[src/rtl/core/svft_pkg.sv]
`default_nettype none
package svft_pkg;

    localparam int WORD_W = 32;
    localparam logic [WORD_W-1:0] COUNT_MAX = {WORD_W{1'b1}};

    typedef struct packed {
        logic cmp;
        logic upd;
        logic ins;
        logic rot;
    } cell_ctrl_t;

endpackage
`default_nettype wire

[src/rtl/core/svft_cell.sv]
`default_nettype none
module svft_cell
(
    input  wire                                 clk,
    input  wire                                 rst_n,
    input  wire svft_pkg::cell_ctrl_t           ctrl,
    input  wire logic signed [svft_pkg::WORD_W-1:0] v,
    input  wire                                 occupied,
    input  wire                                 prev_less,
    input  wire logic signed [svft_pkg::WORD_W-1:0] prev_value,
    input  wire logic [svft_pkg::WORD_W-1:0]    prev_count,
    input  wire                                 next_occ,
    input  wire logic signed [svft_pkg::WORD_W-1:0] next_value,
    input  wire logic [svft_pkg::WORD_W-1:0]    next_count,
    input  wire logic signed [svft_pkg::WORD_W-1:0] head_value,
    input  wire logic [svft_pkg::WORD_W-1:0]    head_count,
    output logic signed [svft_pkg::WORD_W-1:0]  value,
    output logic [svft_pkg::WORD_W-1:0]         count,
    output logic                                less,
    output logic                                eq
);

    logic signed [svft_pkg::WORD_W-1:0] value_reg, value_next;
    logic [svft_pkg::WORD_W-1:0]        count_reg, count_next;
    logic                               less_reg, less_next;
    logic                               eq_reg, eq_next;

    always_comb
    begin
        value_next = value_reg;
        count_next = count_reg;
        less_next  = less_reg;
        eq_next    = eq_reg;
        if (ctrl.cmp)
        begin
            less_next = occupied && (value_reg < v);
            eq_next   = occupied && (value_reg == v);
        end
        if (ctrl.upd)
        begin
            if (eq_reg)
            begin
                if (count_reg != svft_pkg::COUNT_MAX)
                begin
                    count_next = count_reg + 1'b1;
                end
            end
            else if (ctrl.ins && !less_reg)
            begin
                if (prev_less)
                begin
                    value_next = v;
                    count_next = {{(svft_pkg::WORD_W-1){1'b0}}, 1'b1};
                end
                else
                begin
                    value_next = prev_value;
                    count_next = prev_count;
                end
            end
        end
        if (ctrl.rot && occupied)
        begin
            if (next_occ)
            begin
                value_next = next_value;
                count_next = next_count;
            end
            else
            begin
                value_next = head_value;
                count_next = head_count;
            end
        end
    end

    always_ff @(posedge clk)
    begin
        value_reg <= value_next;
        count_reg <= count_next;
    end

    always_ff @(posedge clk or negedge rst_n)
    begin
        if (!rst_n)
        begin
            less_reg <= 1'b0;
            eq_reg   <= 1'b0;
        end
        else
        begin
            less_reg <= less_next;
            eq_reg   <= eq_next;
        end
    end

    assign value = value_reg;
    assign count = count_reg;
    assign less  = less_reg;
    assign eq    = eq_reg;

endmodule
`default_nettype wire

[config.mk]
export PLATFORM = sky130hd
export DESIGN_NAME = svft_cell
export DESIGN_NICKNAME = d
export VERILOG_FILES = /design/src/rtl/core/svft_pkg.sv /design/src/rtl/core/svft_cell.sv
export SDC_FILE = /design/constraint.sdc
export NUM_CORES = 1
export LEC_CHECK = 0
export ABC_AREA = 1
export BUFFER_PORTS_ARGS = -buffer_cell sky130_fd_sc_hd__buf_2
export CAP_MARGIN = 20
export CELL_PAD_IN_SITES_DETAIL_PLACEMENT = 1
export CELL_PAD_IN_SITES_GLOBAL_PLACEMENT = 1
export CORE_ASPECT_RATIO = 2
export CORE_MARGIN = 5
export CORE_UTILIZATION = 34
export CTS_BUF_LIST = sky130_fd_sc_hd__clkbuf_4 sky130_fd_sc_hd__clkbuf_8
export DETAILED_ROUTE_END_ITERATION = 10
export PLACE_DENSITY_LB_ADDON = 0.1
export SKIP_LAST_GASP = 1
export SLEW_MARGIN = 10
export SYNTH_ARGS = -nofsm -noshare
export SYNTH_HDL_FRONTEND = slang
export SYNTH_SLANG_ARGS = --single-unit
export TNS_END_PERCENT = 10
[constraint.sdc]
create_clock -name clk -period 9.3 [get_ports clk]
set_input_delay 1.86 -clock clk [delete_from_list [all_inputs] [get_ports clk]]
set_output_delay 1.86 -clock clk [all_outputs]
set_load 0.1 [all_outputs]
; Word-level counts from Yosys, hierarchy flattened
; Index checks and enable logic that the tools add are counted.
; Widths: inputs -> output; s select.
[op_classes]
reduce_logical = 10
mux = 13
eq_ne = 4
addsub = 1
n_lt_le_gt_ge = 1
[ops]
columns = cell, count
row1 = $mux 32, 13
row2 = $add 32x1->32 const B, 1
row3 = $eq 32x32->1, 1
row4 = $lt 32x32->1, 1
row5 = $ne 32x32->1 const B, 1
row6 = $reduce_and 3->1, 2
row7 = $logic_and 1x1->1, 4
row8 = $reduce_bool 2->1, 2
row9 = $ne 3x1->1 const B, 1
row10 = $reduce_bool 3->1, 1
row11 = $ne 2x1->1 const B, 1
row12 = $logic_not 1->1, 1
[totals]
input_bits = 233
word_cells = 33
output_inout_bits = 66
reg_bits = 66

; Depth between registers and ports, before layout
[logic_depth]
word_depth = 6
ltp_mapped = 16
mapped_depth_nobuf = 16

; Least setup slack after synthesis
; OpenSTA, ideal clock, no wires.
[synth_path]
path_type = input to register
from = input port ctrl[0] (netlist bit)
to = register count_reg, in the netlist count[0], enable pin
path_stages = 6
path_buffers = 2
arrival_ps = 3933
path_slack_ps = 4946
required_time_ps = 8879
setup_time_ps = 421
cell_sequence = nand2_1 -> clkinv_1 -> buf_2 -> buf_2 -> nor2_1 -> nor2_1
[synth_between]
elab_chain_cells = 3
elab_cells_between_ends = 5
classes_between = eq/ne: 1 / reduce/logical: 4
[synth_rtl]
columns = item, line_no
row1 = from (decl), svft_cell.sv:6  ; input wire svft_pkg::cell_ctrl_t ctrl,
row2 = $logic_and 1x1->1 *, svft_cell.sv:62  ; if (ctrl.rot && occupied)
row3 = "$ne 3x1->1 (no line), or another cell as far along", -
row4 = $reduce_and 3->1 (no line) *, -
row5 = to (signal assigned), svft_cell.sv:80  ; count_reg <= count_next;
row6 = to (decl), svft_cell.sv:24  ; logic [svft_pkg::WORD_W-1:0] count_reg, count_next;
; Mark *: on every way between the ends. The rest lies on a longest branch, timed or not.
; A chain may end at the register's enable or synchronous reset.

; Final worst setup path
[layout_path]
from = input port occupied
to = register value_reg, in the netlist value[20], enable pin
[layout_between]
elab_chain_cells = 3
elab_cells_between_ends = 5
classes_between = eq/ne: 1 / reduce/logical: 4
[layout_rtl]
columns = item, line_no
row1 = from (decl), svft_cell.sv:8  ; input wire occupied,
row2 = $logic_and 1x1->1 *, svft_cell.sv:62
row3 = $ne 2x1->1 (no line) / $reduce_bool 2->1 (equally long branches), -
row4 = $reduce_and 3->1 (no line) *, -
row5 = to (signal assigned), svft_cell.sv:79  ; value_reg <= value_next;
row6 = to (decl), svft_cell.sv:23  ; logic signed [svft_pkg::WORD_W-1:0] value_reg, value_next;
; Marks and branches as above.

==> metrics.txt <==
critical path fanouts, max=51; P_leak=3.56 nW; CTS tree=done; worst slew pin tran=roughly 1 ns; worst-case reg-to-reg path depth=9; max-slew violations=0; Die X=101 µm; Setup Buffers After CTS=0; WS Path Type=input port to flop; CTS Buf Count=9; vias per inst=5.22; power density over cell area=152 mW/mm²; fin crit share=42.3%; status=complete, no violations; die area=roughly 0.019 mm²; Slew headroom=around 34%; largest net degree at the start of global routing=67; Fin Clk Skew=0.0154 ns; gr ovfl total=0; RSZ-0062 raised after global routing=false; Ports=about 300; nets@finish=1321; Synth area leader=edfxtp_1; Synth area leaders=edfxtp_1 (34%), nand2_1 (11%), o21ai_0 (11%); clock latency on the worst-skew pair=0.36 ns; hold buffers post-CTS=0; Critical Path Source Type=input port; layout cell share with drive strength beyond 1=32.8%; Top FF cell, synth=edfxtp_1; fill cell count=2232; syn nets=1043; Cell Rows=66; first-pass GRT wire length=36.5 mm; register area share after synthesis=~35%; number of max-cap violations=0; CTS sink cnt=66; Arrival @ worst endpoint=3.91 ns; Die Ht=191 µm; Yosys warning total=0; setup TNS=0 ns; Hold WC Path Type=flop to flop; flop and latch count out of synthesis=66; Post-DRT Antenna Nets=0; final critical-path required period=3.93 ns; Async S/R FF share, synth=under 10%; final setup fails=0; Max Freq=between 0.2 and 0.3 GHz; Peak VDD IR=0.0000661 V; total vias in the final route=6615; Post-Syn Area per Cell=~7.2 µm²; hold path depth=2; Initial DRC Count=around 100; Synth cell types=40; DP HPWL=between 15 and 20 mm; Routed WL=24.5 mm; Initial Utilization=34.4%; commonest non-fill, non-tap cells in the layout=buf_2 (298), nand2_1 (164), o21ai_0 (119), a21oi_1 (98), nor2_1 (92); Netlist Area Pre-Place=0.00557 mm²; Comb pwr share=38.1%; FF/Latch Area=0.00197 mm²; Worst EP required=9.27 ns; clock root cell=clkbuf_8; core area=0.0162 mm²; mean routed wirelength per cell=19.3 µm; Internal Power=between 0.0006 and 0.0007 W; Synth Instances=777; H-Tree Depth=3; multi-input logic area=0.00320 mm²; post-CTS sizing=0; number of synthesized flops with an enable pin=64; routability cong.=approximately 0.9; endpoint class of the critical path=flop; sw power=0.000484 W; Longest Clk Path Bufs=2; Sw Share=42.7%; Seq pwr share=34.7%; share of the synthesized area in the top cell type=34.5%; area growth from synthesis to layout=34.2%; clk slew on worst S/H paths=~0.070 ns; most common cell after layout, fill and taps aside=buf_2; # DRC=0; IO Port Bufs=298; total power=0.00113 W; initial antenna violation count=6; TritonRoute pass-1 iters=4; Clock power frac=27.3%; final hold viol count=0; via count of the first global-routing pass=7264; global-route total usage across every layer=25.0%
-- worst max-delay path, stage by stage --
cell,delay (ns)
buf_2,0.09
nand2_1,0.04
buf_4,0.26
inv_2,0.61
nor2_1,0.21
nor2_4,0.82
-- per-stage QoR --
step | instance area [µm²] | hold slack, ns | util [%] | instances | setup slack (ns)
3_3_place_gp | 7240 | 0.505 | 44.7 | 1248 | 4.96
2_1_floorplan | 5570 | 0.989 | - | 777 | 4.95
6_report | 7480 | 0.517 | 46.2 | 1268 | 5.37
3_5_place_dp | 7240 | 0.502 | 44.7 | 1248 | 4.92
5_1_grt | 7480 | 0.559 | 46.2 | 1268 | 5.19
4_1_cts | 7470 | 0.520 | 46.2 | 1264 | 5.31
-- layer usage --
metal	up-vias	global-route usage (%)	wire length, µm
li1	3218	-	-
met1	3136	22.2	7690
met2	212	50.8	14400
met3	45	5.66	1350
met4	4	11.0	950
met5	-	0	34
-- power groups by stage --
stage / combinational (W) / sequential [W] / clock (W)
finish: 0.000432 / 0.000393 / 0.000309
global route: 0.000464 / 0.000396 / 0.000327
CTS: 0.000436 / 0.000393 / 0.000315
detailed placement: 0.000435 / 0.000400 / 0
global placement: 0.000431 / 0.000399 / 0
floorplan: 0.000124 / 0.000581 / 0
-- area by class of cell --
cell class	instances	share of cell area, %
Timing Repair Buffer	306	20.7
Sequential cell	66	26.4
Clock inverter	6	1.40
Antenna cell	4	0.134
Multi-Input combinational cell	604	42.8
Inverter	68	3.41
Tap cell	204	3.41
Clock buffer	10	1.76
-- path summary, 6_finish.rpt --
check,from,to,slack [ns]
hold reg to reg,less,less,0.52
min in group asynchronous,rst_n,eq,1.28
hold / removal,less,less,0.52
setup / recovery,occupied,value[20],5.37
setup reg to reg,count[0],count[15],6.95
max in group asynchronous,rst_n,less,7.91
-- cells in the mapped netlist, drive strengths merged, types with 3 or more instances --
library cell / instances
nand2: 166
o21ai: 125
nor2: 102
a21oi: 98
inv: 66
edfxtp: 64
ha: 33
clkbuf: 26
a22oi: 15
buf: 13
nor3: 13
xor2: 13
nand3: 11
nand4: 7
nand3b: 3
o22ai: 3
xnor2: 3
-- kinds of logic after synthesis --
group	after synthesis	share of synthesized area, %
buffers and inverters	107	7.41
flip-flops	66	35.4
adder cells (fa/ha/maj)	33	7.41
AND/OR/NAND/NOR	303	23.3
AO/OA/AOI/OAI	251	23.8
multiplexers	1	0.180
XOR/XNOR	16	2.51
No activity file was read; power rests on OpenSTA's default activity.
